**config.mk**
```make
export PLATFORM = sky130hd
export DESIGN_NAME = keyword_lexer_stream
export DESIGN_NICKNAME = d
export VERILOG_FILES = /design/src/rtl/core/kls_pkg.sv /design/src/rtl/core/kls_front.sv /design/src/rtl/core/kls_queue.sv /design/src/rtl/core/kls_back.sv /design/src/rtl/core/keyword_lexer_stream.sv
export SDC_FILE = /design/constraint.sdc
export NUM_CORES = 1
export LEC_CHECK = 0
export ABC_AREA = 1
export BUFFER_PORTS_ARGS = -buffer_cell sky130_fd_sc_hd__buf_2
export CAP_MARGIN = 20
export CORE_MARGIN = 3
export CORE_UTILIZATION = 35
export CTS_CLUSTER_DIAMETER = 80
export DETAILED_ROUTE_END_ITERATION = 10
export GPL_ROUTABILITY_DRIVEN = 1
export PLACE_DENSITY = 0.62
export SLEW_MARGIN = 20
export SYNTH_ARGS = -nofsm -noshare
export SYNTH_HDL_FRONTEND = slang
export SYNTH_SLANG_ARGS = --single-unit
```
**constraint.sdc**
```tcl
create_clock -name clock -period 9 [get_ports clock]
set_input_delay 0.45 -clock clock [delete_from_list [all_inputs] [get_ports clock]]
set_output_delay 0.45 -clock clock [all_outputs]
set_load 0.005 [all_outputs]
```
**src/rtl/core/kls_pkg.sv**
```systemverilog
// ----------------------------------------------------------------------------
// kls_pkg
// Shared types, token codes and keyword tables for the keyword lexer stream.
// ----------------------------------------------------------------------------
package kls_pkg;

   // Offset and length counters saturate at 2^OFFSET_BITS - 1
   localparam int OFFSET_BITS = 16;
   localparam logic [OFFSET_BITS-1:0] OFFSET_MAX = '1;

   // Width of the start and length fields of a result word
   localparam int FIELD_BITS = 16;

   // Front-to-back token queue
   localparam int QUEUE_DEPTH = 4;
   localparam int QPTR_BITS   = $clog2(QUEUE_DEPTH);

   // Tokens that one source byte can produce at most
   localparam int BUNDLE_SLOTS = 3;

   // Keyword table
   localparam int KW_COUNT = 7;

   typedef enum logic [4:0] {
      TK_INTEGER  = 5'd0,
      TK_BEGIN    = 5'd1,
      TK_END_KW   = 5'd2,
      TK_IF       = 5'd3,
      TK_THEN     = 5'd4,
      TK_ELSE     = 5'd5,
      TK_FUNCTION = 5'd6,
      TK_SEMI     = 5'd7,
      TK_LPAREN   = 5'd8,
      TK_RPAREN   = 5'd9,
      TK_LE       = 5'd10,
      TK_MINUS    = 5'd11,
      TK_STAR     = 5'd12,
      TK_ASSIGN   = 5'd13,
      TK_IDENT    = 5'd14,
      TK_LITERAL  = 5'd15,
      TK_EOF      = 5'd16,
      TK_ERROR    = 5'd17
   } token_kind_type;

   typedef enum logic [1:0] {
      ERR_NONE    = 2'd0,
      ERR_BAD_INT = 2'd1,
      ERR_UNKNOWN = 2'd2
   } error_code_type;

   // Keyword spellings, one character per slot, zero padded
   localparam logic [7:0] KW_TEXT [KW_COUNT][8] = '{
      '{"i", "n", "t", "e", "g", "e", "r", 8'h00},
      '{"b", "e", "g", "i", "n", 8'h00, 8'h00, 8'h00},
      '{"e", "n", "d", 8'h00, 8'h00, 8'h00, 8'h00, 8'h00},
      '{"i", "f", 8'h00, 8'h00, 8'h00, 8'h00, 8'h00, 8'h00},
      '{"t", "h", "e", "n", 8'h00, 8'h00, 8'h00, 8'h00},
      '{"e", "l", "s", "e", 8'h00, 8'h00, 8'h00, 8'h00},
      '{"f", "u", "n", "c", "t", "i", "o", "n"}
   };

   localparam logic [3:0] KW_LEN [KW_COUNT] = '{
      4'd7, 4'd5, 4'd3, 4'd2, 4'd4, 4'd4, 4'd8
   };

   // Input word
   typedef struct packed {
      logic [7:0] source_byte;
      logic       last_byte;
   } req_type;

   // Result word
   typedef struct packed {
      logic [4:0]            token_kind;
      logic [1:0]            error_code;
      logic [FIELD_BITS-1:0] token_start;
      logic [FIELD_BITS-1:0] token_length;
      logic                  end_of_run;
   } rsp_type;

   // All tokens produced by one source byte; slot 0 goes out first
   typedef struct packed {
      logic [1:0]                   count;
      rsp_type [BUNDLE_SLOTS-1:0]   tok;
   } bundle_type;

   // Queue status seen by the front and back
   typedef struct packed {
      logic full;
      logic empty;
   } queue_status_type;

endpackage

```
**src/rtl/core/kls_front.sv**
```systemverilog
// ----------------------------------------------------------------------------
// kls_front
// Lexer state machine: classifies one source byte per cycle unless the
// queue is full, and hands the tokens it causes to the queue as one bundle.
// ----------------------------------------------------------------------------
module kls_front import kls_pkg::*; (
   input  logic             clock,
   input  logic             reset,
   input  logic             req_valid,
   output logic             req_ready,
   input  req_type          req_data,
   input  queue_status_type q_status,
   output logic             push_valid,
   output bundle_type       push_data
);

   typedef enum logic [2:0] {
      MODE_IDLE,
      MODE_LT,
      MODE_COLON,
      MODE_ZERO,
      MODE_NUMBER,
      MODE_IDENT,
      MODE_ERROR,
      MODE_DONE
   } mode_type;

   typedef logic [OFFSET_BITS-1:0] offset_type;

   typedef struct packed {
      mode_type            mode;
      offset_type          start;
      offset_type          len;
      logic [KW_COUNT-1:0] alive;
   } lex_state_type;

   typedef struct packed {
      lex_state_type st;
      logic [1:0]    count;
      rsp_type       tok1;
      rsp_type       tok0;
   } feed_type;

   localparam lex_state_type RESET_STATE = '{
      mode:  MODE_IDLE,
      start: '0,
      len:   '0,
      alive: '1
   };

   lex_state_type state_ff, state_in;
   offset_type    offset_ff, offset_in;
   feed_type      f1, f2;
   offset_type    off1;
   logic          accept;
   bundle_type    bundle;

   // Character classes
   function automatic logic is_digit(logic [7:0] c);
      return c >= "0" && c <= "9";
   endfunction

   function automatic logic is_alpha(logic [7:0] c);
      return (c >= "a" && c <= "z") || (c >= "A" && c <= "Z");
   endfunction

   function automatic logic is_word(logic [7:0] c);
      return is_digit(c) || is_alpha(c) || c == "_";
   endfunction

   function automatic logic is_space(logic [7:0] c);
      return c == " " || (c >= 8'd9 && c <= 8'd13);
   endfunction

   function automatic offset_type sat_inc(offset_type v);
      return (v == OFFSET_MAX) ? v : offset_type'(v + 1'b1);
   endfunction

   function automatic rsp_type make_tok(logic [4:0] kind, logic [1:0] code,
                                        offset_type start, offset_type len);
      rsp_type t;
      t.token_kind   = kind;
      t.error_code   = code;
      t.token_start  = FIELD_BITS'(start);
      t.token_length = FIELD_BITS'(len);
      t.end_of_run   = 1'b0;
      return t;
   endfunction

   // Drop every keyword whose character at idx differs from c
   function automatic logic [KW_COUNT-1:0] update_alive(logic [KW_COUNT-1:0] alive,
                                                        logic [7:0] c, offset_type idx);
      logic [KW_COUNT-1:0] a;
      a = alive;
      for (int k = 0; k < KW_COUNT; k++) begin
         if (idx >= offset_type'(KW_LEN[k]) || KW_TEXT[k][idx[2:0]] != c) begin
            a[k] = 1'b0;
         end
      end
      return a;
   endfunction

   // Identifier or keyword, decided by the surviving alive bit and length
   function automatic rsp_type flush_ident(lex_state_type s);
      logic [4:0] kind;
      kind = TK_IDENT;
      for (int k = 0; k < KW_COUNT; k++) begin
         if (s.alive[k] && s.len == offset_type'(KW_LEN[k])) begin
            kind = 5'(k);
         end
      end
      return make_tok(kind, ERR_NONE, s.start, s.len);
   endfunction

   // One lexing step on character c at offset pos; at most two tokens
   function automatic feed_type lex_feed(lex_state_type s, logic [7:0] c,
                                         offset_type pos);
      feed_type r;
      logic     used;
      logic     go;
      logic     has_t;
      rsp_type  t;
      r       = '0;
      r.st    = s;
      used    = 1'b0;
      go      = 1'b1;
      has_t   = 1'b0;
      t       = '0;

      // finish or extend the pending token
      unique case (s.mode)
         MODE_LT, MODE_COLON: begin
            if (c == "=") begin
               r.tok0    = make_tok((s.mode == MODE_LT) ? TK_LE : TK_ASSIGN, ERR_NONE,
                                    s.start, offset_type'(2));
               r.count   = 2'd1;
               r.st.mode = MODE_IDLE;
               used      = 1'b1;
            end else begin
               r.tok0    = make_tok(TK_ERROR, ERR_UNKNOWN, s.start, offset_type'(1));
               r.count   = 2'd1;
               r.st.mode = MODE_ERROR;
               go        = 1'b0;
            end
         end
         MODE_ZERO: begin
            if (is_word(c)) begin
               r.tok0    = make_tok(TK_ERROR, ERR_BAD_INT, s.start, offset_type'(2));
               r.count   = 2'd1;
               r.st.mode = MODE_ERROR;
               go        = 1'b0;
            end else begin
               r.tok0    = make_tok(TK_LITERAL, ERR_NONE, s.start, offset_type'(1));
               r.count   = 2'd1;
               r.st.mode = MODE_IDLE;
            end
         end
         MODE_NUMBER: begin
            if (is_digit(c)) begin
               r.st.len = sat_inc(s.len);
               used     = 1'b1;
            end else begin
               r.tok0    = make_tok(TK_LITERAL, ERR_NONE, s.start, s.len);
               r.count   = 2'd1;
               r.st.mode = MODE_IDLE;
            end
         end
         MODE_IDENT: begin
            if (is_word(c)) begin
               r.st.alive = update_alive(s.alive, c, s.len);
               r.st.len   = sat_inc(s.len);
               used       = 1'b1;
            end else begin
               r.tok0    = flush_ident(s);
               r.count   = 2'd1;
               r.st.mode = MODE_IDLE;
            end
         end
         MODE_IDLE: begin
         end
         default: begin
            go = 1'b0;
         end
      endcase

      // start of a new token
      if (go && !used) begin
         priority if (c == 8'h00) begin
            t         = make_tok(TK_EOF, ERR_NONE, pos, '0);
            has_t     = 1'b1;
            r.st.mode = MODE_DONE;
         end else if (is_space(c)) begin
         end else if (c == ";") begin
            t     = make_tok(TK_SEMI, ERR_NONE, pos, offset_type'(1));
            has_t = 1'b1;
         end else if (c == "(") begin
            t     = make_tok(TK_LPAREN, ERR_NONE, pos, offset_type'(1));
            has_t = 1'b1;
         end else if (c == ")") begin
            t     = make_tok(TK_RPAREN, ERR_NONE, pos, offset_type'(1));
            has_t = 1'b1;
         end else if (c == "-") begin
            t     = make_tok(TK_MINUS, ERR_NONE, pos, offset_type'(1));
            has_t = 1'b1;
         end else if (c == "*") begin
            t     = make_tok(TK_STAR, ERR_NONE, pos, offset_type'(1));
            has_t = 1'b1;
         end else if (c == "<") begin
            r.st.mode  = MODE_LT;
            r.st.start = pos;
            r.st.len   = offset_type'(1);
         end else if (c == ":") begin
            r.st.mode  = MODE_COLON;
            r.st.start = pos;
            r.st.len   = offset_type'(1);
         end else if (c == "0") begin
            r.st.mode  = MODE_ZERO;
            r.st.start = pos;
            r.st.len   = offset_type'(1);
         end else if (is_digit(c)) begin
            r.st.mode  = MODE_NUMBER;
            r.st.start = pos;
            r.st.len   = offset_type'(1);
         end else if (is_alpha(c) || c == "_") begin
            r.st.mode  = MODE_IDENT;
            r.st.start = pos;
            r.st.len   = offset_type'(1);
            r.st.alive = update_alive('1, c, '0);
         end else begin
            t         = make_tok(TK_ERROR, ERR_UNKNOWN, pos, offset_type'(1));
            has_t     = 1'b1;
            r.st.mode = MODE_ERROR;
         end
      end

      if (has_t) begin
         if (r.count == 2'd0) begin
            r.tok0 = t;
         end else begin
            r.tok1 = t;
         end
         r.count = r.count + 2'd1;
      end
      return r;
   endfunction

   assign req_ready  = !q_status.full;
   assign accept     = req_valid && req_ready;
   assign push_valid = accept && (bundle.count != 2'd0);
   assign push_data  = bundle;

   // Byte step, plus an implied NUL step on the last byte of a source
   always_comb begin
      f1   = lex_feed(state_ff, req_data.source_byte, offset_ff);
      off1 = (state_ff.mode != MODE_ERROR && state_ff.mode != MODE_DONE &&
              f1.st.mode != MODE_DONE) ? sat_inc(offset_ff) : offset_ff;
      f2   = lex_feed(f1.st, 8'h00, off1);
      bundle = '0;
      if (req_data.last_byte) begin
         state_in  = RESET_STATE;
         offset_in = '0;
         unique case (f1.count)
            2'd0: begin
               bundle.tok[0] = f2.tok0;
               bundle.tok[1] = f2.tok1;
               bundle.count  = f2.count;
            end
            2'd1: begin
               bundle.tok[0] = f1.tok0;
               bundle.tok[1] = f2.tok0;
               bundle.tok[2] = f2.tok1;
               bundle.count  = 2'd1 + f2.count;
            end
            default: begin
               bundle.tok[0] = f1.tok0;
               bundle.tok[1] = f1.tok1;
               bundle.tok[2] = f2.tok0;
               bundle.count  = (f2.count == 2'd0) ? 2'd2 : 2'd3;
            end
         endcase
      end else begin
         state_in      = f1.st;
         offset_in     = off1;
         bundle.tok[0] = f1.tok0;
         bundle.tok[1] = f1.tok1;
         bundle.count  = f1.count;
      end
   end

   // Lexer state
   always_ff @(posedge clock) begin
      if (reset) begin
         state_ff  <= RESET_STATE;
         offset_ff <= '0;
      end else if (accept) begin
         state_ff  <= state_in;
         offset_ff <= offset_in;
      end
   end

endmodule

```
**src/rtl/core/kls_queue.sv**
```systemverilog
// ----------------------------------------------------------------------------
// kls_queue
// Short queue of token bundles between the lexer front and the output back.
// ----------------------------------------------------------------------------
module kls_queue import kls_pkg::*; (
   input  logic             clock,
   input  logic             reset,
   input  logic             push_valid,
   input  bundle_type       push_data,
   input  logic             pop,
   output bundle_type       pop_data,
   output queue_status_type status
);

   localparam logic [QPTR_BITS-1:0] LAST_SLOT = QPTR_BITS'(QUEUE_DEPTH - 1);

   bundle_type           entries_ff [QUEUE_DEPTH];
   logic [QPTR_BITS-1:0] wr_ptr_ff, wr_ptr_in;
   logic [QPTR_BITS-1:0] rd_ptr_ff, rd_ptr_in;
   logic [QPTR_BITS:0]   count_ff, count_in;

   assign status.full  = (count_ff == (QPTR_BITS+1)'(QUEUE_DEPTH));
   assign status.empty = (count_ff == '0);
   assign pop_data     = entries_ff[rd_ptr_ff];

   // Pointer and fill bookkeeping
   always_comb begin
      wr_ptr_in = wr_ptr_ff;
      rd_ptr_in = rd_ptr_ff;
      count_in  = count_ff;
      if (push_valid) begin
         wr_ptr_in = (wr_ptr_ff == LAST_SLOT) ? '0 : wr_ptr_ff + 1'b1;
      end
      if (pop) begin
         rd_ptr_in = (rd_ptr_ff == LAST_SLOT) ? '0 : rd_ptr_ff + 1'b1;
      end
      if (push_valid && !pop) begin
         count_in = count_ff + 1'b1;
      end else if (pop && !push_valid) begin
         count_in = count_ff - 1'b1;
      end
   end

   always_ff @(posedge clock) begin
      if (reset) begin
         wr_ptr_ff <= '0;
         rd_ptr_ff <= '0;
         count_ff  <= '0;
      end else begin
         wr_ptr_ff <= wr_ptr_in;
         rd_ptr_ff <= rd_ptr_in;
         count_ff  <= count_in;
      end
   end

   // Storage
   always_ff @(posedge clock) begin
      if (push_valid) begin
         entries_ff[wr_ptr_ff] <= push_data;
      end
   end

endmodule

```
**src/rtl/core/kls_back.sv**
```systemverilog
// ----------------------------------------------------------------------------
// kls_back
// Output stage: unpacks each bundle and sends its tokens one word per cycle
// while rsp_ready is high, marking the last token of each source byte.
// ----------------------------------------------------------------------------
module kls_back import kls_pkg::*; (
   input  logic             clock,
   input  logic             reset,
   input  queue_status_type q_status,
   input  bundle_type       pop_data,
   output logic             pop,
   output logic             rsp_valid,
   input  logic             rsp_ready,
   output rsp_type          rsp_data
);

   bundle_type cur_ff;
   logic [1:0] idx_ff;
   logic       busy_ff;
   logic       last_tok;
   logic       take;
   logic       done;

   assign last_tok  = (idx_ff == cur_ff.count - 2'd1);
   assign take      = rsp_valid && rsp_ready;
   assign done      = !busy_ff || (take && last_tok);
   assign pop       = done && !q_status.empty;
   assign rsp_valid = busy_ff;

   // Current token with its end-of-run mark
   always_comb begin
      rsp_data            = cur_ff.tok[idx_ff];
      rsp_data.end_of_run = last_tok;
   end

   always_ff @(posedge clock) begin
      if (reset) begin
         busy_ff <= 1'b0;
         idx_ff  <= '0;
      end else if (pop) begin
         cur_ff  <= pop_data;
         idx_ff  <= '0;
         busy_ff <= 1'b1;
      end else if (done) begin
         busy_ff <= 1'b0;
      end else if (take) begin
         idx_ff  <= idx_ff + 2'd1;
      end
   end

endmodule

```
**src/rtl/core/keyword_lexer_stream.sv**
```systemverilog
// ----------------------------------------------------------------------------
// keyword_lexer_stream
// Streaming lexer: source bytes in, tokens (kind, start, length) out.
//
//   Channel  Ports       Word      Role
//   req      req_*       req_type  one source byte plus last-byte mark
//   rsp      rsp_*       rsp_type  one token, end_of_run on the last per byte
//
// One byte is lexed per cycle; a byte yields zero to three tokens.
// Tokens leave at one word per cycle while rsp_ready is high, so the sustained
// input rate is one byte per cycle while bytes average one token or fewer.
// The front reaches the back through a four-bundle queue; the front stalls
// only when that queue is full; tokens are registered in the queue and the back.
// Synchronous reset returns the lexer to idle with offsets at zero.
// ----------------------------------------------------------------------------
module keyword_lexer_stream import kls_pkg::*; (
   input  logic    clock,
   input  logic    reset,
   input  logic    req_valid,
   output logic    req_ready,
   input  req_type req_data,
   output logic    rsp_valid,
   input  logic    rsp_ready,
   output rsp_type rsp_data
);

   queue_status_type q_status;
   logic             push_valid;
   bundle_type       push_data;
   logic             pop;
   bundle_type       pop_data;

   kls_front u_front (
      .clock      (clock),
      .reset      (reset),
      .req_valid  (req_valid),
      .req_ready  (req_ready),
      .req_data   (req_data),
      .q_status   (q_status),
      .push_valid (push_valid),
      .push_data  (push_data)
   );

   kls_queue u_queue (
      .clock      (clock),
      .reset      (reset),
      .push_valid (push_valid),
      .push_data  (push_data),
      .pop        (pop),
      .pop_data   (pop_data),
      .status     (q_status)
   );

   kls_back u_back (
      .clock     (clock),
      .reset     (reset),
      .q_status  (q_status),
      .pop_data  (pop_data),
      .pop       (pop),
      .rsp_valid (rsp_valid),
      .rsp_ready (rsp_ready),
      .rsp_data  (rsp_data)
   );

endmodule

```
==> flow_summary.yaml, run 1 <==
worst_setup_path:
  critPathLaunchType: "flip-flop"
  r2r_setup_slack_ns: 3.48
  cp_data_required_time_ns: 9.24
  end_kind: "flip-flop"
  setup.worst_path.class: "flip-flop to flip-flop"
  reg2regPathDepth: 21
  path_max_fanout: 57
  timing.rr.start: "u_front.state_ff[40]"
  cp.arrival_ns: 5.76
  timing.rr.end: "u_queue.entries_ff[3][105]"
clock_tree:
  cts_made_buffers: 69
  cts_hold_buf: 0
  post_cts_buffers: 0
  path_clk_slew_ns: 0.05
  htree_num_levels: 3
  clkSinkCount: 653
  cts_buffer_depth: 3
  root_buffer: "clkbuf_16"
  cts_tree: "done"
  post_cts_resized: 0
  clk_latency_ns: 0.60
outcome:
  status: "finished clean"
floorplanning:
  rows: 105
  core_region_area_um2: 82800
  fp.dieW_um: 296
  start_util_pct: 35.7
  ios: 55
  die_y_um: 296
  die_area_um2: 87800
timing:
  finalCritPeriodShare_pct: 61.3
  finClkSkew_ns: 0.0190
  period_needed_ns: 5.52
  max_slew_margin_pct: 27.1
  rsz0062_at_grt: "false"
  slew_violations: 0
  fin_tns_setup_ns: 0
  hold_viol: 0
  whs_ns: 0.188
  worst_pin_slew_ns: 1.09
  setup-violations-final: 0
  fmaxAchievable_ghz: 0.181
logic_synthesis:
  ys_warn_count: 0
  avgSynthCellArea_um2: 10.2
  synth_cell_types: 51
  syn_area_um2: 29500
  ys.flop_type: "edfxtp_1"
  synth.net_count: 2933
  seq_area_frac_synth_pct: 64.1
  ys_ff_latch: 653
  async_reset_ff_share_pct: 0
  synth_edf_count: 585
  synthesis.instances: 2899
cells_and_area:
  final_util_pct: 39.8
  fill_cells: 7944
  area_growth_pct: 11.5
  final_common_cell: "edfxtp_1"
  final_nets: 2924
  seqCellArea_um2: 18900
  multi_input_area_um2: 9410
  layout-drive-gt1-share_pct: 8.61
  final_cell_mix: "585 x edfxtp_1, 463 x nand2_1, 432 x nor2_1"
routing:
  drt_first_pass_iters: 7
  route.detailed.drc: 0
  antenna_left: 0
  vias: 21600
  wl_mm: 78.6
  vias_per_cell: 5.39
  drt_iter0_markers: 2533
  routedWlPerCell_um: 19.6
power:
  p_sw_share_pct: 31.9
  power_frac_seq_pct: 46.3
  leakage_uw: 0.0118
  pwr_density_cell_nw_per_um2: 268
  power_switching_uw: 2810
  peakVddDrop_mv: 0.149
  clockPowerShare_pct: 30.3
  p_int_uw: 6010
  power_frac_comb_pct: 23.4
grt:
  track_usage_pct: 17.6
  grt_pass1_wl_mm: 120
  grt_pass1_vias: 20000
  grt_max_degree: 139
  antenna_found_initial: 2
  grt_overflow: 0
min_path:
  hold_end: "u_back.rsp_valid"
  hold_start: "rsp_ready"
  hold_depth: 4
  min_path_type: "primary input to flip-flop"
placed_design:
  io_buffers: 54
  hpwl_mm: 47.6
  place_congestion: 0.908
run:
  maxCapViolCount: 0
-- critical path, cell delays in order, from the launching register on --
cell	delay, ns
dfxtp_1	0.39
inv_1	0.10
nor2_1	0.14
inv_1	0.11
nor2_1	0.20
nand4_1	0.17
nand2_1	0.15
nand2_4	0.11
nor2_2	0.14
nand2_1	0.12
nand2_4	0.13
inv_2	0.09
o21ai_4	0.60
nor2_1	0.15
inv_1	0.09
ha_1	0.24
o21ai_0	0.19
a21oi_1	0.07
o21ai_0	0.23
nand2_1	0.38
nor2_4	0.86
buf_12	0.41
-- sequential cells by signal, summed over array words and instances, names as in the netlist --
signal,count
u_queue.count_ff,3
u_back.idx_ff,2
u_queue.rd_ptr_ff,2
u_queue.wr_ptr_ff,2
u_front.offset_ff,16
u_back.cur_ff,117
u_queue.entries_ff,468
u_back.rsp_valid,1
u_front.state_ff,42
-- area by class of cell --
| class | count | share of cell area (%) |
|---|---|---|
| Antenna cell | 1 | 0.00761 |
| Clock buffer | 86 | 5.60 |
| Clock inverter | 33 | 0.757 |
| Inverter | 151 | 1.74 |
| Multi-Input combinational cell | 1934 | 28.6 |
| Sequential cell | 653 | 57.6 |
| Tap cell | 1070 | 4.07 |
| Timing Repair Buffer | 81 | 1.67 |
-- routing by layer --
metal / vias to the layer above / GRT usage, % / wire length, um
met1: 10500 / 25.4 / 35500
li1: 10200 / - / -
met5: - / 0 / 0
met4: 0 / 4.59 / 1600
met2: 799 / 27.7 / 35800
met3: 99 / 2.82 / 5770
-- synth_stat cells, types with 3 or more instances --
cell       count  area (um^2)
nor2_1       438         1640
a31oi_1        3         18.8
nor3_1        31          155
nor2_2         6         37.5
inv_1        130          488
a21oi_1      102          510
clkinv_1       4         15.0
o21ai_0      399         2000
nand2_2       11         68.8
nand2_1      465         1750
nor4_1         6         37.5
a21oi_2        7         61.3
o21ai_2        4         35.0
dfxtp_1       68         1360
clkbuf_1     134          503
o2111ai_1      3         26.3
o211ai_1      12         90.1
nand4_1       19          119
nand3_1      181          906
buf_1          7         26.3
edfxtp_1     585        17600
o21ai_1       16         80.1
buf_2         12         60.1
nand2_4       10          113
o22ai_1      135          845
inv_2         17         63.8
ha_1          20          250
buf_4          6         45.0
xor2_1        36          315
or2_2          3         18.8
-- power groups by stage --
| stage | logic (uW) | registers (uW) | clock network (uW) |
|---|---|---|---|
| final | 2060 | 4080 | 2670 |
| after CTS | 2090 | 4080 | 2720 |
| after detailed placement | 2090 | 4150 | 0 |
| after floorplan | 1340 | 4160 | 0 |
| after global placement | 2060 | 4140 | 0 |
| after global routing | 2300 | 4120 | 2840 |
-- per-stage QoR --
| stage | setup slack (ns) | cell area, um^2 | std cells | total power (uW) |
|---|---|---|---|---|
| floorplan | 0.368 | 29500 | 2899 | 5500 |
| global placement | 3.10 | 30800 | 3889 | 6200 |
| detailed placement | 2.99 | 30800 | 3889 | 6240 |
| CTS | 3.54 | 32900 | 4008 | 8900 |
| global route | 3.06 | 32900 | 4008 | 9260 |
| finish | 3.48 | 32900 | 4009 | 8820 |
-- logic make-up after synthesis --
family,Yosys count,share of synthesized area [%]
simple gates,1180,16.7
compound gates,696,12.9
flops,653,64.1
xor+xnor,37,1.10
fa+ha+maj,21,0.916
buf+inv,312,4.15
-- how the worst max path moves through the flow --
stage                               startpoint                          to  slack (ns)
after global routing      u_front.state_ff[40]  u_queue.entries_ff[3][105]        3.06
after global placement             req_data[4]   u_queue.entries_ff[3][64]        3.10
after CTS                 u_front.state_ff[40]   u_queue.entries_ff[3][70]        3.54
after floorplan                    req_data[1]  u_queue.entries_ff[0][100]        0.37
final                     u_front.state_ff[40]  u_queue.entries_ff[3][105]        3.48
after detailed placement           req_data[4]  u_queue.entries_ff[3][105]        2.99
Note: power is estimated with default switching activity, not from simulation.
==> inputs of run 2 (changes only) <==
Clock period 9 ns to 4.7 ns, I/O delays scaled along.
==> flow_summary.yaml, run 2 (synthesized netlist as in run 1, its figures left out) <==
outcome:
  status: "finished clean"
run:
  maxCapViolCount: 0
worst_setup_path:
  cp.arrival_ns: 4.66
  cp_data_required_time_ns: 5.25
  timing.rr.start: "u_front.state_ff[40]"
  path_buf_inv: 6
  path_common_cell: "inv_1"
  critPathLaunchType: "flip-flop"
  timing.rr.end: "u_queue.count_ff[2]"
  crit_start: "u_front.state_ff[40]"
  slowest_delay_ns: 0.39
  path_max_fanout: 9
  cp_num_cells: 29
  cpMaxStageDelayCell: "dfxtp_1"
  r2r_setup_slack_ns: 0.58
  cpLargestDelayFamily: "simple AND/OR/NAND/NOR gates"
  reg2regPathDepth: 29
  end_kind: "flip-flop"
  cp-endpoint: "u_queue.count_ff[2]"
  setup.worst_path.class: "flip-flop to flip-flop"
timing:
  max_slew_margin_pct: 30.1
  fmaxAchievable_ghz: 0.243
  finClkSkew_ns: 0.0316
  fin_tns_setup_ns: 0
  hold_viol: 0
  worst_pin_slew_ns: 1.05
  period_needed_ns: 4.12
  setup-violations-final: 0
  slew_violations: 0
  rsz0062_at_grt: "false"
  finalCritPeriodShare_pct: 87.6
placed_design:
  io_buffers: 54
  dp.cells: 3922
  place_congestion: 0.888
  hpwl_mm: 49.6
  place_area_um2: 31200
clock_tree:
  cts_tree: "done"
  htree_num_levels: 3
  post_cts_buffers: 0
  post_cts_resized: 0
  clk_latency_ns: 0.61
  root_buffer: "clkbuf_16"
  cts_made_buffers: 66
  clkSinkCount: 653
  path_clk_slew_ns: 0.06
  cts_hold_buf: 0
  cts_buffer_depth: 3
cells_and_area:
  largest_reg_flops: 468
  final_common_cell: "edfxtp_1"
  final_cell_mix: "585 x edfxtp_1, 460 x nand2_1, 429 x nor2_1"
  diodes: 0
  layout-drive-gt1-share_pct: 9.86
  finalNonFillerCells: 4043
  final_nets: 2954
  top_regs: "u_queue.entries_ff: 468 flops, u_back.cur_ff: 117 flops, u_front.state_ff: 42 flops"
  area_growth_pct: 12.7
  max_flop_register: "u_queue.entries_ff"
  finalInstanceArea_um2: 33300
routing:
  drt_first_pass_iters: 6
  vias: 21700
  antenna_left: 0
  routedWlPerCell_um: 19.5
  drt_iter0_markers: 2220
  route.detailed.drc: 0
  vias_per_cell: 5.36
  wl_mm: 78.9
floorplanning:
  start_util_pct: 35.7
  die_y_um: 296
  die_area_um2: 87800
  ios: 55
  core_region_area_um2: 82800
  fp.dieW_um: 296
  rows: 105
power:
  pwr_density_cell_nw_per_um2: 511
  leakage_uw: 0.0119
  peakVddDrop_mv: 0.344
grt:
  grt_pass1_vias: 20100
  grt_pass1_wl_mm: 121
  grt_max_degree: 141
  antenna_found_initial: 0
  grt_overflow: 0
  track_usage_pct: 17.6
min_path:
  min_path_type: "primary input to flip-flop"
  hold_depth: 4
run 2: cell types whose count changed in the layout (fill, tap and decap cells not counted), sizes merged:
cell      change
clkinv        -4
bufinv        +1
buf          +33
clkinvlp      -2
diode         -1
clkbuf        +5
inv           +2
run 2: how the worst min path moves through the flow:
stage	startpoint	end	slack, ns
after global placement	u_front.state_ff[32]	u_front.state_ff[32]	0.47
after detailed placement	u_front.state_ff[29]	u_front.state_ff[29]	0.47
after floorplan	rsp_ready	u_back.rsp_valid	0.44
after global routing	rsp_ready	u_back.rsp_valid	0.13
final	rsp_ready	u_back.rsp_valid	0.12
after CTS	rsp_ready	u_back.idx_ff[0]	0.08
run 2: where the power goes:
part	leakage (uW)	total, uW	switching (uW)	internal (uW)
logic	0.00456	4060	2960	1100
registers	0.00637	7810	269	7540
clock network	0.00101	5110	2190	2920
run 2: through the flow:
stage | power, uW | utilization, % | setup slack [ns] | hold slack (ns)
3_3_place_gp | 12000 | 37.7 | 0.322 | 0.466
2_1_floorplan | 10400 | - | -0.292 | 0.439
6_report | 17000 | 40.2 | 0.585 | 0.116
3_5_place_dp | 12000 | 37.7 | 0.361 | 0.471
4_1_cts | 17100 | 40.2 | 0.575 | 0.0770
5_1_grt | 17800 | 40.2 | 0.139 | 0.128
run 2: worst reg2reg max path, delay by kind of cell (launching register included):
| family | cells | cell delay [ns] |
|---|---|---|
| fa+ha+maj | 3 | 0.81 |
| simple gates | 14 | 1.70 |
| buf+inv | 6 | 0.52 |
| compound gates | 6 | 0.65 |
| flops | 1 | 0.39 |
run 2: area by class of cell:
cell class	count	area [um^2]
Multi-Input combinational cell	1934	9450
Clock buffer	91	1800
Fill cell	7975	49500
Sequential cell	653	18900
Inverter	151	582
Clock inverter	30	285
Tap cell	1070	1340
Timing Repair Buffer	114	871
run 2: layer usage:
| metal | track usage [%] | share of wire, % |
|---|---|---|
| met5 | 0 | 0 |
| met4 | 5.81 | 2.4 |
| met3 | 2.31 | 6.5 |
| met2 | 27.4 | 46 |
| met1 | 25.6 | 46 |
==> inputs of run 3 (changes only) <==
Settings changed: CORE_ASPECT_RATIO from default to 1.4.
==> flow_summary.yaml, run 3 (synthesized netlist as in run 1, its figures left out) <==
floorplanning:
  rows: 125
  die_area_um2: 87900
  fp.dieW_um: 251
  core_region_area_um2: 83200
  ios: 55
  start_util_pct: 35.5
  die_y_um: 350
grt:
  grt_pass1_wl_mm: 123
  grt_max_degree: 229
  track_usage_pct: 17.8
  antenna_found_initial: 2
  grt_pass1_vias: 20500
  grt_overflow: 0
worst_setup_path:
  cp.arrival_ns: 4.80
  cp_data_required_time_ns: 5.25
  cpLargestDelayFamily: "simple AND/OR/NAND/NOR gates"
  critPathLaunchType: "flip-flop"
  setup.worst_path.class: "flip-flop to flip-flop"
  end_kind: "flip-flop"
  path_max_fanout: 7
  path_common_cell: "inv_1"
  path_buf_inv: 6
  slowest_delay_ns: 0.41
  r2r_setup_slack_ns: 0.46
  cpMaxStageDelayCell: "dfxtp_1"
power:
  leakage_uw: 0.0119
  peakVddDrop_mv: 0.324
  pwr_density_cell_nw_per_um2: 497
clock_tree:
  path_clk_slew_ns: 0.07
  cts_buffer_depth: 3
  post_cts_resized: 0
  clk_latency_ns: 0.62
  htree_num_levels: 2
  cts_made_buffers: 56
  cts_tree: "done"
  root_buffer: "clkbuf_16"
  clkSinkCount: 653
cells_and_area:
  multi_input_area_um2: 9450
  seqCellArea_um2: 18900
  max_flop_register: "u_queue.entries_ff"
  final_nets: 2955
  final_cell_mix: "585 x edfxtp_1, 460 x nand2_1, 429 x nor2_1"
  final_common_cell: "edfxtp_1"
  area_growth_pct: 12.3
  layout-drive-gt1-share_pct: 9.73
  top_regs: "u_queue.entries_ff: 468 flops, u_back.cur_ff: 117 flops, u_front.state_ff: 42 flops"
  largest_reg_flops: 468
  final_util_pct: 39.8
  fill_cells: 8053
outcome:
  status: "finished clean"
timing:
  rsz0062_at_grt: "false"
  setup-violations-final: 0
  period_needed_ns: 4.24
  fin_tns_setup_ns: 0
  finalCritPeriodShare_pct: 90.3
  finClkSkew_ns: 0.0396
  fmaxAchievable_ghz: 0.236
  worst_pin_slew_ns: 1.06
  slew_violations: 0
  max_slew_margin_pct: 29.5
  hold_viol: 0
routing:
  route.detailed.drc: 0
  routedWlPerCell_um: 19.8
  antenna_left: 0
  wl_mm: 80.1
  vias: 21600
  drt_iter0_markers: 1977
  vias_per_cell: 5.34
  drt_first_pass_iters: 6
min_path:
  min_path_type: "primary input to flip-flop"
placed_design:
  hpwl_mm: 51.5
  place_congestion: 0.910
  io_buffers: 54
run:
  maxCapViolCount: 0
==> run 3: changes by cell type in the layout (fill, tap and decap cells not counted), sizes merged <==
cell         delta
buf            +10
clkbuf         -15
diode           +2
dlygate4sd3     +1
==> run 3: where the power goes <==
group / internal [uW] / switching (uW)
sequential: 7530 / 260
combinational: 1160 / 2990
clock: 2470 / 2060
==> run 3: what timing repair did <==
item | 4_1_cts | 5_1_grt
hold buffers | 1 | 0
setup buffers | 0 | 0
endpoints found under the hold margin | 1 | 0
==> run 3: worst register-to-register path: cells and delay by family, from the launching register on <==
kind | cells | cell delay [ns]
fa+ha+maj | 3 | 0.82
buf+inv | 6 | 0.52
simple gates | 14 | 1.71
flops | 1 | 0.41
compound gates | 6 | 0.74
==> run 3: path summary, 6_finish.rpt <==
check / startpoint / endpoint / cells past startpoint
max reg2reg: u_front.state_ff[40] / u_queue.count_ff[2] / 29
max: u_front.state_ff[40] / u_queue.count_ff[2] / 29
min: req_data[0] / u_front.state_ff[5] / 3
min reg2reg: u_front.state_ff[35] / u_front.state_ff[35] / 2
==> run 3: metal layers <==
metal | GRT usage, % | vias up | routed length [um]
met5 | 0 | - | 0
met4 | 5.57 | 0 | 2110
li1 | - | 10300 | -
met1 | 23.1 | 10600 | 33700
met3 | 2.13 | 126 | 4450
met2 | 31.2 | 660 | 39900
==> run 3: per-stage QoR <==
stage               total power [uW]  hold slack [ns]  std cells  cell area, um^2  setup WS (ns)
finish                         16500            0.129       4050            33100          0.455
global route                   17300            0.153       4049            33100         0.0789
CTS                            16600            0.104       4048            33100          0.468
detailed placement             12100            0.473       3941            31400          0.290
global placement               12100            0.465       3941            31400          0.350
floorplan                      10400            0.439       2899            29600         -0.292
==> run 3: layout make-up <==
class	instances	share of cell area, %
diodes	2	0.0151
clock buffers	76	4.52
clock inverters	30	0.804
inverters	151	1.74
multi-input cells	1934	28.5
flip-flops and latches	653	57.2
well taps	1079	4.07
repair buffers	125	3.19
